==> src/sv/ccag_pkg.sv <==
// ----------------------------------------------------------------------------
// ccag_pkg: shared definitions for the cover crop address generator
// Field widths, register indexes and the geometry sequencer states.
// ----------------------------------------------------------------------------
package ccag_pkg;

	// Width of one coordinate or one image dimension.
	localparam int DIM_W = 7;
	// Largest value a dimension register can hold.
	localparam int DIM_MAX = (1 << DIM_W) - 1;
	// Width of the linear source index.
	localparam int INDEX_W = 13;
	// Width of the configuration register index.
	localparam int CFG_IDX_W = 1;

	// Configuration register indexes.
	localparam logic [CFG_IDX_W-1:0] REG_SRC_WIDTH  = 1'b0;
	localparam logic [CFG_IDX_W-1:0] REG_SRC_HEIGHT = 1'b1;

	// Reset value of both dimension registers.
	localparam logic [DIM_W-1:0] DIM_RESET = 7'd80;

	// Stream payload widths, padded to whole bytes.
	localparam int S_TDATA_W = 16;
	localparam int M_TDATA_W = 32;

	// States of the crop offset sequencer.
	typedef enum logic [1:0] {
		ST_IDLE,
		ST_LOAD,
		ST_DIV,
		ST_FINISH
	} ccag_state_t;

endpackage

==> src/sv/ccag_geometry.sv <==
// ----------------------------------------------------------------------------
// ccag_geometry: dimension registers and crop offset sequencer
// Holds the source dimensions and, after every register write, derives the
// scale denominator and both crop offsets with a bit-serial divider.
// ----------------------------------------------------------------------------
module ccag_geometry #(
	parameter int TILE_SIZE = 80
) (
	input  logic                           clk,
	input  logic                           arst_n,
	input  logic                           cfg_we,
	input  logic [ccag_pkg::CFG_IDX_W-1:0] cfg_index,
	input  logic [ccag_pkg::DIM_W-1:0]     cfg_data,
	output logic                           busy,
	output logic [ccag_pkg::DIM_W-1:0]     w_eff,
	output logic [ccag_pkg::DIM_W-1:0]     h_eff,
	output logic [ccag_pkg::DIM_W-1:0]     den,
	output logic [$clog2(((ccag_pkg::DIM_MAX-1)*TILE_SIZE)/2+1)-1:0] crop_x,
	output logic [$clog2(((ccag_pkg::DIM_MAX-1)*TILE_SIZE)/2+1)-1:0] crop_y
);

	localparam int DW     = ccag_pkg::DIM_W;
	localparam int UP_W   = $clog2(ccag_pkg::DIM_MAX*TILE_SIZE+1);
	localparam int CROP_W = $clog2(((ccag_pkg::DIM_MAX-1)*TILE_SIZE)/2+1);
	localparam int CNT_W  = $clog2(UP_W);

	ccag_pkg::ccag_state_t state_q, state_nx;

	logic [DW-1:0]    width_q, height_q;
	logic [DW-1:0]    w_eff_q, h_eff_q, den_q;
	logic [CROP_W-1:0] crop_x_q, crop_y_q;
	logic [UP_W-1:0]  num_x_q, num_y_q;
	logic [DW-1:0]    rem_x_q, rem_y_q;
	logic [CNT_W-1:0] cnt_q;

	logic [DW-1:0]    w_use, h_use;
	logic [DW:0]      trial_x, trial_y;
	logic             ge_x, ge_y;
	logic [UP_W-1:0]  up_x_less, up_y_less;

	// A zero dimension is treated as one pixel.
	assign w_use = (width_q == '0) ? DW'(1) : width_q;
	assign h_use = (height_q == '0) ? DW'(1) : height_q;

	// One restoring division step per cycle on each axis.
	assign trial_x = {rem_x_q, num_x_q[UP_W-1]};
	assign trial_y = {rem_y_q, num_y_q[UP_W-1]};
	assign ge_x    = trial_x >= {1'b0, den_q};
	assign ge_y    = trial_y >= {1'b0, den_q};

	// Upscaled length minus the tile, halved below to give the crop offset.
	assign up_x_less = num_x_q - UP_W'(TILE_SIZE);
	assign up_y_less = num_y_q - UP_W'(TILE_SIZE);

	// Dimension registers.
	always_ff @(posedge clk or negedge arst_n) begin
		if (!arst_n) begin
			width_q  <= ccag_pkg::DIM_RESET;
			height_q <= ccag_pkg::DIM_RESET;
		end else if (cfg_we) begin
			case (cfg_index)
				ccag_pkg::REG_SRC_WIDTH:  width_q  <= cfg_data;
				ccag_pkg::REG_SRC_HEIGHT: height_q <= cfg_data;
				default: ;
			endcase
		end
	end

	// Sequencer state register.
	always_ff @(posedge clk or negedge arst_n) begin
		if (!arst_n) begin
			state_q <= ccag_pkg::ST_IDLE;
		end else begin
			state_q <= state_nx;
		end
	end

	// Next state: every write restarts the derivation.
	always_comb begin
		state_nx = state_q;
		busy     = 1'b1;
		case (state_q)
			ccag_pkg::ST_IDLE: begin
				busy = 1'b0;
				if (cfg_we) state_nx = ccag_pkg::ST_LOAD;
			end
			ccag_pkg::ST_LOAD: begin
				state_nx = ccag_pkg::ST_DIV;
			end
			ccag_pkg::ST_DIV: begin
				if (cnt_q == '0) state_nx = ccag_pkg::ST_FINISH;
			end
			ccag_pkg::ST_FINISH: begin
				state_nx = ccag_pkg::ST_IDLE;
			end
			default: begin
				state_nx = ccag_pkg::ST_IDLE;
			end
		endcase
		if (cfg_we) state_nx = ccag_pkg::ST_LOAD;
	end

	// Derived geometry; reset values match the reset dimensions (no crop).
	always_ff @(posedge clk or negedge arst_n) begin
		if (!arst_n) begin
			w_eff_q  <= ccag_pkg::DIM_RESET;
			h_eff_q  <= ccag_pkg::DIM_RESET;
			den_q    <= ccag_pkg::DIM_RESET;
			crop_x_q <= '0;
			crop_y_q <= '0;
		end else if (state_q == ccag_pkg::ST_LOAD && !cfg_we) begin
			w_eff_q <= w_use;
			h_eff_q <= h_use;
			den_q   <= (w_use < h_use) ? w_use : h_use;
		end else if (state_q == ccag_pkg::ST_FINISH && !cfg_we) begin
			crop_x_q <= CROP_W'(up_x_less >> 1);
			crop_y_q <= CROP_W'(up_y_less >> 1);
		end
	end

	// Divider working registers.
	always_ff @(posedge clk) begin
		if (state_q == ccag_pkg::ST_LOAD) begin
			num_x_q <= UP_W'(UP_W'(w_use) * UP_W'(TILE_SIZE));
			num_y_q <= UP_W'(UP_W'(h_use) * UP_W'(TILE_SIZE));
			rem_x_q <= '0;
			rem_y_q <= '0;
			cnt_q   <= CNT_W'(UP_W - 1);
		end else if (state_q == ccag_pkg::ST_DIV) begin
			num_x_q <= {num_x_q[UP_W-2:0], ge_x};
			num_y_q <= {num_y_q[UP_W-2:0], ge_y};
			rem_x_q <= ge_x ? DW'(trial_x - {1'b0, den_q}) : DW'(trial_x);
			rem_y_q <= ge_y ? DW'(trial_y - {1'b0, den_q}) : DW'(trial_y);
			cnt_q   <= cnt_q - CNT_W'(1);
		end
	end

	assign w_eff  = w_eff_q;
	assign h_eff  = h_eff_q;
	assign den    = den_q;
	assign crop_x = crop_x_q;
	assign crop_y = crop_y_q;

endmodule

==> src/sv/ccag_axis_map.sv <==
// ----------------------------------------------------------------------------
// ccag_axis_map: five-stage mapping of one output coordinate to the source
// Adds the crop offset, scales by the denominator, divides by the tile size
// through a reciprocal product with one correction step, and clamps.
// ----------------------------------------------------------------------------
module ccag_axis_map #(
	parameter int TILE_SIZE = 80
) (
	input  logic                       clk,
	input  logic [5:1]                 adv,
	input  logic [ccag_pkg::DIM_W-1:0] coord,
	input  logic [$clog2(((ccag_pkg::DIM_MAX-1)*TILE_SIZE)/2+1)-1:0] crop,
	input  logic [ccag_pkg::DIM_W-1:0] den,
	input  logic [ccag_pkg::DIM_W-1:0] len,
	output logic [ccag_pkg::DIM_W-1:0] src
);

	localparam int DW     = ccag_pkg::DIM_W;
	localparam int CROP_W = $clog2(((ccag_pkg::DIM_MAX-1)*TILE_SIZE)/2+1);
	localparam int SUM_W  = $clog2(ccag_pkg::DIM_MAX + ((ccag_pkg::DIM_MAX-1)*TILE_SIZE)/2 + 1);
	localparam int PROD_W = SUM_W + DW;
	localparam longint RECIP = (64'd1 << PROD_W) / TILE_SIZE;
	localparam int RCP_W  = $clog2(RECIP + 1);
	localparam int QW     = $clog2(((64'd1 << PROD_W) / TILE_SIZE) + 1);
	localparam int FULL_W = PROD_W + RCP_W;

	logic [SUM_W-1:0]  sum_s1;
	logic [PROD_W-1:0] prod_s2, prod_s3, prod_s4;
	logic [QW-1:0]     qe_s3, qe_s4;
	logic [PROD_W-1:0] qt_s4;
	logic [DW-1:0]     src_s5;

	logic [FULL_W-1:0] full_prod;
	logic [PROD_W-1:0] rem;
	logic [QW-1:0]     quo;

	// Estimate is the true quotient or one below it.
	assign full_prod = FULL_W'(prod_s2) * FULL_W'(RECIP);

	// Correction and clamp to the last source pixel.
	assign rem = prod_s4 - qt_s4;
	assign quo = (rem >= PROD_W'(TILE_SIZE)) ? qe_s4 + QW'(1) : qe_s4;

	always_ff @(posedge clk) begin
		// Stage 1: shift into the centered crop.
		if (adv[1]) sum_s1 <= SUM_W'(coord) + SUM_W'(crop);
		// Stage 2: scale by the short side.
		if (adv[2]) prod_s2 <= PROD_W'(sum_s1) * PROD_W'(den);
		// Stage 3: reciprocal product.
		if (adv[3]) begin
			qe_s3   <= QW'(full_prod >> PROD_W);
			prod_s3 <= prod_s2;
		end
		// Stage 4: multiply the estimate back.
		if (adv[4]) begin
			qt_s4   <= PROD_W'(PROD_W'(qe_s3) * PROD_W'(TILE_SIZE));
			qe_s4   <= qe_s3;
			prod_s4 <= prod_s3;
		end
		// Stage 5: correct and clamp.
		if (adv[5]) begin
			src_s5 <= (quo >= QW'(len)) ? len - DW'(1) : DW'(quo);
		end
	end

	assign src = src_s5;

endmodule

==> src/sv/cover_crop_address_generator.sv <==
// ----------------------------------------------------------------------------
// cover_crop_address_generator: nearest-neighbor center crop addressing
// Maps each output tile pixel to the source pixel it samples and its linear
// index in the source image.
//
//  Port group   Dir  Contents
//  s_axis_*     in   out_x, out_y of one tile pixel
//  m_axis_*     out  src_x, src_y, src_index of the sampled pixel
//  cfg_*        in   src_width (index 0), src_height (index 1)
//
// One coordinate is accepted per cycle while not busy and not stalled; each
// result passes the six register stages of the mapping pipeline. A register
// write starts the crop offset sequencer, which holds s_axis_tready low in
// load, UP_W-bit divide and finish (UP_W: width of src*TILE_SIZE, 14 at 80).
// After reset the offsets already match the reset dimensions; no pass runs.
// A stalled output stage fills the bubbles upstream before input stops.
// ----------------------------------------------------------------------------
module cover_crop_address_generator #(
	parameter int TILE_SIZE = 80
) (
	input  logic                            clk,
	input  logic                            arst_n,
	input  logic                            s_axis_tvalid,
	output logic                            s_axis_tready,
	// Fields from bit 0 up: out_x[6:0], out_y[13:7], zero pad.
	input  logic [ccag_pkg::S_TDATA_W-1:0]  s_axis_tdata,
	output logic                            m_axis_tvalid,
	input  logic                            m_axis_tready,
	// Fields from bit 0 up: src_x[6:0], src_y[13:7], src_index[26:14], zero pad.
	output logic [ccag_pkg::M_TDATA_W-1:0]  m_axis_tdata,
	input  logic                            cfg_we,
	input  logic [ccag_pkg::CFG_IDX_W-1:0]  cfg_index,
	input  logic [ccag_pkg::DIM_W-1:0]      cfg_data
);

	localparam int DW     = ccag_pkg::DIM_W;
	localparam int IW     = ccag_pkg::INDEX_W;
	localparam int CROP_W = $clog2(((ccag_pkg::DIM_MAX-1)*TILE_SIZE)/2+1);
	localparam int NSTG   = 6;

	logic              busy;
	logic [DW-1:0]     w_eff, h_eff, den;
	logic [CROP_W-1:0] crop_x, crop_y;

	logic [NSTG:1]     vld_q;
	logic [NSTG:1]     adv;
	logic [NSTG-1:0]   vld_in;
	logic [DW-1:0]     sx_s5, sy_s5;
	logic [DW-1:0]     src_x_s6, src_y_s6;
	logic [IW-1:0]     src_index_s6;

	ccag_geometry #(
		.TILE_SIZE(TILE_SIZE)
	) u_geometry (
		.clk      (clk),
		.arst_n   (arst_n),
		.cfg_we   (cfg_we),
		.cfg_index(cfg_index),
		.cfg_data (cfg_data),
		.busy     (busy),
		.w_eff    (w_eff),
		.h_eff    (h_eff),
		.den      (den),
		.crop_x   (crop_x),
		.crop_y   (crop_y)
	);

	// A stage takes new data when it is empty or its successor moves on.
	always_comb begin
		adv[NSTG] = !vld_q[NSTG] || m_axis_tready;
		for (int i = NSTG - 1; i >= 1; i--) begin
			adv[i] = !vld_q[i] || adv[i+1];
		end
		vld_in[0] = s_axis_tvalid && !busy;
		for (int i = 1; i < NSTG; i++) begin
			vld_in[i] = vld_q[i];
		end
	end

	assign s_axis_tready = adv[1] && !busy;

	// Valid bits travel with the data.
	always_ff @(posedge clk or negedge arst_n) begin
		if (!arst_n) begin
			vld_q <= '0;
		end else begin
			for (int i = 1; i <= NSTG; i++) begin
				if (adv[i]) vld_q[i] <= vld_in[i-1];
			end
		end
	end

	ccag_axis_map #(
		.TILE_SIZE(TILE_SIZE)
	) u_map_x (
		.clk  (clk),
		.adv  (adv[5:1]),
		.coord(s_axis_tdata[DW-1:0]),
		.crop (crop_x),
		.den  (den),
		.len  (w_eff),
		.src  (sx_s5)
	);

	ccag_axis_map #(
		.TILE_SIZE(TILE_SIZE)
	) u_map_y (
		.clk  (clk),
		.adv  (adv[5:1]),
		.coord(s_axis_tdata[2*DW-1:DW]),
		.crop (crop_y),
		.den  (den),
		.len  (h_eff),
		.src  (sy_s5)
	);

	// Stage 6: linear index and output register.
	always_ff @(posedge clk) begin
		if (adv[6]) begin
			src_x_s6     <= sx_s5;
			src_y_s6     <= sy_s5;
			src_index_s6 <= IW'(IW'(sy_s5) * IW'(w_eff) + IW'(sx_s5));
		end
	end

	assign m_axis_tvalid = vld_q[NSTG];
	assign m_axis_tdata  = {{(ccag_pkg::M_TDATA_W - IW - 2*DW){1'b0}},
		src_index_s6, src_y_s6, src_x_s6};

	// Input is held off while the crop offsets are being derived.
	a_busy_blocks_input: assert property (@(posedge clk) disable iff (!arst_n)
		busy |-> !s_axis_tready)
		else $error("input accepted during crop offset derivation");

	// Results always lie inside the source image.
	a_x_clamped: assert property (@(posedge clk) disable iff (!arst_n)
		m_axis_tvalid |-> (src_x_s6 < w_eff))
		else $error("source column outside the image");

	a_y_clamped: assert property (@(posedge clk) disable iff (!arst_n)
		m_axis_tvalid |-> (src_y_s6 < h_eff))
		else $error("source row outside the image");

	// The denominator is the short side once derivation is done.
	a_den_short_side: assert property (@(posedge clk) disable iff (!arst_n)
		!busy |-> (den <= w_eff && den <= h_eff && (den == w_eff || den == h_eff)))
		else $error("scale denominator is not the short side");

endmodule
==> config.mk <==
export PLATFORM = sky130hd
export DESIGN_NAME = cover_crop_address_generator
export DESIGN_NICKNAME = d
export VERILOG_FILES = /design/src/sv/ccag_pkg.sv /design/src/sv/ccag_geometry.sv /design/src/sv/ccag_axis_map.sv /design/src/sv/cover_crop_address_generator.sv
export SDC_FILE = /design/constraint.sdc
export NUM_CORES = 2
export LEC_CHECK = 0
export ABC_CLOCK_PERIOD_IN_PS = 8200
export BUFFER_PORTS_ARGS = -buffer_cell sky130_fd_sc_hd__buf_4
export CAP_MARGIN = 20
export CORE_MARGIN = 10
export CORE_UTILIZATION = 61
export DETAILED_ROUTE_END_ITERATION = 16
export PLACE_DENSITY = 0.88
export SLEW_MARGIN = 15
export SYNTH_ARGS = -nofsm -noshare
export SYNTH_HDL_FRONTEND = slang
export SYNTH_SLANG_ARGS = --single-unit
==> constraint.sdc <==
create_clock -name clk -period 8.2 [get_ports clk]
set_input_delay 1.64 -clock clk [delete_from_list [all_inputs] [get_ports clk]]
set_output_delay 1.64 -clock clk [all_outputs]
set_load 0.01 [all_outputs]
# After elaboration in Yosys (flattened, before gate mapping)
# Cells that the tools add are included.
# Widths: inputs -> output; s select.
dict set report word_totals {
  ff_bits 390
  word_cells 119
  output_inout_bits 34
  inputBits 29
}
dict set report op_classes {
  eq_ne 5
  mux 16
  n_reduce_logical 26
  n_mul 9
  n_addsub 14
  n_bitwise 2
  n_lt_le_gt_ge 7
}
# op n
set ops {}
lappend ops {{$mux 14} 6}
lappend ops {{$mul 20x14->34 const B} 2}
lappend ops {{$mux 7} 7}
lappend ops {{$ge 20x7->1 const B} 2}
lappend ops {{$mul 13x7->20} 2}
lappend ops {{$sub 20x20->20} 2}
lappend ops {{$mul 14x3->16 const B} 2}
lappend ops {{$add 14x1->14 const B} 2}
lappend ops {{$ge 14x7->1} 2}
lappend ops {{$sub 14x7->14 const B} 2}
lappend ops {{$add 7x13->13} 2}
lappend ops {{$mul 7x3->10 const B} 2}
lappend ops {{$ge 8x7->1} 2}
lappend ops {{$logic_not 7->1} 2}
lappend ops {{$sub 7x1->7 const B} 2}
lappend ops {{$sub 7x7->7} 2}
lappend ops {{$add 13x7->13} 1}
lappend ops {{$mul 7x7->13} 1}
lappend ops {{$reduce_and 2->1} 4}
lappend ops {{$logic_not 1->1} 7}
lappend ops {{$lt 7x7->1} 1}
lappend ops {{$logic_or 1x1->1} 6}
lappend ops {{$pmux 2 s3} 1}
lappend ops {{$eq 2x2->1 const B} 2}
lappend ops {{other kinds (10)} 15}

# Longest topological paths before layout
dict set report logic_depth {
  depth_word 8
  depth_mapped 23
  mapped_depth_nobuf 23
}

# By module
# Synthesis repeated with hierarchy kept, for this count alone.
dict set report hier_totals {
  hier_cells 3407
  area_unflattened_um2 35536.6
}
# module area_each_um2 instances cells_per_inst seq_area_each_um2
set by_module_without_submodules {}
lappend by_module_without_submodules {{ccag_axis_map (u_map_x)} 13247.7 1 1238 3423.3}
lappend by_module_without_submodules {{ccag_axis_map (u_map_y)} 13168.9 1 1234 3423.3}
lappend by_module_without_submodules {ccag_geometry 6200.9 1 669 2710.1}
lappend by_module_without_submodules {cover_crop_address_generator 2919.0 1 266 960.9}

# Worst setup path before layout
# OpenSTA, ideal clock, no wires.
dict set report synth_path {
  kind {input to output}
  start {input port m_axis_tready}
  end {output port s_axis_tready}
  t_arrival_ns 5.889
  path_buffers 0
  required_ns 6.560
  cell_stages 5
  setup_slack_ns 0.671
  path_cell_list {nor2b_1 -> nand3_1 -> nor2_1 -> nand3_1 -> and2_1}
}
dict set report synth_via {
  elab_chain_cells 7
}
# element line_no
set synth_rtl {}
lappend synth_rtl {{from (decl)} cover_crop_address_generator.sv:28} ;# input logic m_axis_tready,
lappend synth_rtl {{$logic_or 1x1->1} cover_crop_address_generator.sv:70} ;# adv[NSTG] = !vld_q[NSTG] || m_axis_tready;
lappend synth_rtl {{$logic_or 1x1->1 (2 in a row)} cover_crop_address_generator.sv:72} ;# adv[i] = !vld_q[i] || adv[i+1];
lappend synth_rtl {{via adv (one bit)} cover_crop_address_generator.sv:46} ;# logic [NSTG:1] adv;
lappend synth_rtl {{$logic_or 1x1->1 (3 in a row)} cover_crop_address_generator.sv:72}
lappend synth_rtl {{via adv (one bit)} cover_crop_address_generator.sv:46}
lappend synth_rtl {{$logic_and 1x1->1} cover_crop_address_generator.sv:80} ;# assign s_axis_tready = adv[1] && !busy;
lappend synth_rtl {{to (decl)} cover_crop_address_generator.sv:24} ;# output logic s_axis_tready,
# The timed path passes the listed nets, and every way through them passes these cells.

# Worst setup path after layout
dict set report layout_path {
  start {register u_map_x.prod_s2[7]}
  end {register u_map_x.qe_s3[13] (data pin)}
}
dict set report layout_via {
  elab_chain_cells 1
}
# element line_no
set layout_rtl {}
lappend layout_rtl {{from (decl)} ccag_axis_map.sv:28} ;# logic [PROD_W-1:0] prod_s2, prod_s3, prod_s4;
lappend layout_rtl {{from (signal assigned)} ccag_axis_map.sv:48} ;# if (adv[2]) prod_s2 <= PROD_W'(sum_s1) * PROD_W'(den);
lappend layout_rtl {{$mul 20x14->34} ccag_axis_map.sv:38} ;# assign full_prod = FULL_W'(prod_s2) * FULL_W'(RECIP);
lappend layout_rtl {{via u_map_x.full_prod[33]} ccag_axis_map.sv:33} ;# logic [FULL_W-1:0] full_prod;
lappend layout_rtl {{to (signal assigned)} ccag_axis_map.sv:51} ;# qe_s3 <= QW'(full_prod >> PROD_W);
lappend layout_rtl {{to (decl)} ccag_axis_map.sv:29} ;# logic [QW-1:0] qe_s3, qe_s4;
# The timed path passes the listed nets, and every way through them passes these cells.
# A chain may end at the register's enable or synchronous reset.

==> impl_summary.md <==
Run status
The run finished with clean final reports.

STA
Derived from the worst setup path, the maximum achievable clock frequency is 153 MHz. The count of final max-slew check failures is 0. Setup repair after global routing left no endpoint under its margin. At the pin with the least slew margin, the transition time is 1.07 ns.

The summed negative setup slack over all endpoints is 0 ns. The number of hold violations in the final report is 0. The setup violation total in the final timing report is 0. Counting I/O delays and the setup requirement, the final critical path takes 6.55 ns. The final period utilization is 0.798. In this run the tightest slew margin relative to its limit is 0.285. The setup clock skew after layout is 0.0257 ns. Once routing completed, OpenROAD measured the worst setup slack at 1.65 ns.

Critical path
The end of the worst register-to-register path is u_map_x.qe_s3[13]$_DFFE_PP_. Data arrives at the worst endpoint at 6.87 ns. The sort of element at the end of the critical path is a flip-flop. STA classifies the critical path startpoint as a flip-flop. The launch point of the worst reg-to-reg path is u_map_x.prod_s2[7]$_DFFE_PP_. The worst reg2reg path depth is 23. Across all register-to-register paths, the minimum setup slack is 1.65 ns.

For the worst setup path, the data required time is 8.52 ns. In this run the worst path has a maximum fanout of 7. The kind of critical path is reg -> reg.

CTS
The latest clock arrival within the worst-skew pair is 0.58 ns. The TritonCTS clock tree is built. In this run the post-CTS setup repair buffer count came out at 0. Buffers inserted during clock tree synthesis total 41.

The total clock sinks is 370. The number of hold buffers added after CTS was 0. The tree is rooted in a sky130_fd_sc_hd__clkbuf_16.

The buffer levels on the longest clock path is 3. The clock-pin slew on the worst setup and hold paths is 0.06 ns. Once the clock tree was built, the resizer swapped 0 gates to a different size. The maximum level of the CTS H-tree is 2.

Die
The number of cell rows is 87. The overall die area is 67,700 um^2. The initial utilization of the core area, before any placement, comes to 0.621. The die is 260 um wide. The total I/O pin count is 63. In this run the vertical extent of the chip is 260 um. The core region is 56,700 um^2.

Placement
The congestion estimate from routability-driven global placement came to 0.912. Timing analysis after detailed placement gives a worst setup slack of 1.67 ns. Detailed placement finished with a half-perimeter wire length of 58.4 mm.

The post-detailed-placement cell area is 36,400 um^2. The count of port buffers added during placement is 55.

Finish
The share of final-layout standard cells stronger than drive strength 1 is 0.0590. The area growth from synthesis to layout is 7.24%. The finished cells cover 37,700 um^2. The count of fill cells added during filler insertion is 3,883. The net count reported at finish is 4,275. The final core utilization is 0.665. The sequential cells in the finished layout cover a total of 10,500 um^2. The final antenna diode count is 0.

The multi-input combinational cell area is 22,200 um^2.

Worst hold path
The class of the tightest hold or removal check is reg -> reg. The launch instance of the worst min-delay path is u_map_y.prod_s3[6]$_DFFE_PP_. For hold timing, the worst endpoint is u_map_y.prod_s4[6]$_DFFE_PP_. The worst hold path was traced through 0 stages.

GRT
The maximum number of pins on one net before global-route repair is 73. The number of antenna violations at the first check in global routing is 2. The first global-routing pass estimated 125 mm of wire. The global-route usage over all layers is 0.228. The number of global-route vias before repair came to 25,233.

The total overflow left after global routing is 0.

Synth
In the post-synthesis netlist, the biggest area contributors are sky130_fd_sc_hd__edfxtp_1, sky130_fd_sc_hd__ha_1, sky130_fd_sc_hd__fa_1, sky130_fd_sc_hd__inv_1, sky130_fd_sc_hd__dfrtp_1. Summed over all instances, the cell type with the most area after synthesis is sky130_fd_sc_hd__edfxtp_1. In this run, distinct cell masters in the synthesized netlist total 79. The synthesized instance count is 3,336. sky130_fd_sc_hd__inv_1 is the most common cell in the netlist. Counting flops and latches in the post-synthesis netlist gives 370. Counting instances in the post-synthesis netlist gives the leading cell types as sky130_fd_sc_hd__inv_1, sky130_fd_sc_hd__ha_1, sky130_fd_sc_hd__fa_1, sky130_fd_sc_hd__nand2_1, sky130_fd_sc_hd__edfxtp_1. The synthesized area per cell is 10.5 um^2. The cell area after technology mapping is 35,200 um^2. The share of synthesized registers carrying an async set or reset is 0.186.

The sequential-to-total area share from yosys stat is 0.299. For this run, the number of Yosys warnings is 0. Counting flops with a built-in enable in the synthesized netlist gives 275. Of the post-synthesis cell area, the dominant cell type holds 0.235. The most used flip-flop cell after synthesis is sky130_fd_sc_hd__edfxtp_1.

Detailed routing
For this block, the initial DRC count from the detailed router was 1,868. Using the TritonRoute via totals, the vias-per-cell ratio works out to 5.79. The first TritonRoute pass finished after 8 iterations. The total length of routed wires is 75.8 mm. The remaining design rule violation count is 0. The via total after detailed routing is 24,098. After detailed routing, the average wire length per cell comes to 18.2 um.

The residual antenna-violating net count after detailed routing is 0.

Run
The number of maximum-capacitance violations is 0.
critical path, stage by stage (launching register included):
cell and delay, ns:
sky130_fd_sc_hd__edfxtp_1 0.57, sky130_fd_sc_hd__ha_1 0.43, sky130_fd_sc_hd__inv_1 0.08, sky130_fd_sc_hd__fa_1 0.54
sky130_fd_sc_hd__inv_1 0.06, sky130_fd_sc_hd__fa_1 0.52, sky130_fd_sc_hd__inv_1 0.07, sky130_fd_sc_hd__fa_1 0.54
sky130_fd_sc_hd__inv_1 0.06, sky130_fd_sc_hd__fa_1 0.54, sky130_fd_sc_hd__inv_1 0.05, sky130_fd_sc_hd__fa_1 0.51
sky130_fd_sc_hd__inv_1 0.05, sky130_fd_sc_hd__ha_1 0.31, sky130_fd_sc_hd__a211oi_1 0.24, sky130_fd_sc_hd__nand2_1 0.12
sky130_fd_sc_hd__nor4_1 0.31, sky130_fd_sc_hd__a311o_1 0.27, sky130_fd_sc_hd__a311o_1 0.24, sky130_fd_sc_hd__a31oi_1 0.13
sky130_fd_sc_hd__a21oi_1 0.25, sky130_fd_sc_hd__o21bai_1 0.12, sky130_fd_sc_hd__a21oi_1 0.19, sky130_fd_sc_hd__xnor2_1 0.07
cell usage in the layout (no fill, tap or decap), drive strengths merged, types with 25 or more instances in the layout:
cell / n
nor3: 28
xor2: 51
fa: 330
a211oi: 29
nand2: 281
dfxtp: 26
inv: 594
dfrtp: 59
buf: 67
a21oi: 116
and3: 25
nor2: 113
a21o: 51
xnor2: 133
edfxtp: 275
and2: 116
o21ai: 122
ha: 543
nor2b: 35
mux2: 32
nand3: 43
clkbuf: 58
metrics by stage:
stage / hold WS [ns] / std cells
5_1_grt: 0.424 / 4161
2_1_floorplan: 0.400 / 3340
3_3_place_gp: 0.401 / 4086
6_report: 0.417 / 4161
3_5_place_dp: 0.405 / 4086
4_1_cts: 0.418 / 4161
cell families after synthesis:
family | Yosys count | synth area share
fa+ha+maj | 873 | 0.381
simple gates | 726 | 0.101
buf+inv | 667 | 0.0717
compound gates | 460 | 0.0853
flops | 370 | 0.299
xor+xnor | 184 | 0.0458
mux | 55 | 0.0169
other cells | 1 | 0.000107
registers in the layout (all words and copies together) (netlist names), 13 cells and up:
register / flops
u_map_x.sum_s1: 13
u_map_y.qe_s3: 14
u_map_y.qe_s4: 14
u_geometry.num_x_q: 14
u_map_x.prod_s3: 16
u_map_x.prod_s4: 16
u_map_y.prod_s4: 16
u_geometry.crop_x: 13
u_map_x.qe_s3: 14
u_map_x.prod_s2: 20
u_map_y.qt_s4: 14
u_map_y.prod_s3: 16
u_map_x.qt_s4: 14
src_index_s6: 13
u_geometry.num_y_q: 14
u_map_y.sum_s1: 13
u_geometry.crop_y: 13
u_map_y.prod_s2: 20
u_map_x.qe_s4: 14
worst max-delay path by stage:
stage	from	endpoint	slack, ns	cells past startpoint
after global routing	u_map_x.prod_s2[7]$_DFFE_PP_	u_map_x.qe_s3[13]$_DFFE_PP_	1.20	23
after detailed placement	u_map_x.prod_s2[7]$_DFFE_PP_	u_map_x.qe_s3[13]$_DFFE_PP_	1.67	23
final	u_map_x.prod_s2[7]$_DFFE_PP_	u_map_x.qe_s3[13]$_DFFE_PP_	1.65	23
after global placement	u_map_x.prod_s2[7]$_DFFE_PP_	u_map_x.qe_s3[13]$_DFFE_PP_	1.82	23
after floorplan	m_axis_tready	s_axis_tready	0.67	5
after CTS	u_map_x.prod_s2[7]$_DFFE_PP_	u_map_x.qe_s3[13]$_DFFE_PP_	1.66	23
area by class of cell:
class / count / area share
clock buffer: 58 / 0.0305
multi-input combinational: 2303 / 0.588
inverter: 590 / 0.0587
clock inverter: 17 / 0.00597
timing repair buffer: 67 / 0.0133
sequential: 370 / 0.279
tap: 756 / 0.0251
metal layers:
layer	up-vias	global-route usage	wire length (um)
li1	11211	-	-
met1	11809	0.281	30300
met2	850	0.394	37500
met3	226	0.0350	4910
met4	2	0.0922	3070
met5	-	0	13
Power is left out: the tool's default activity adds up to more than one toggle a clock period on the data nets, which glitch-free logic cannot reach.
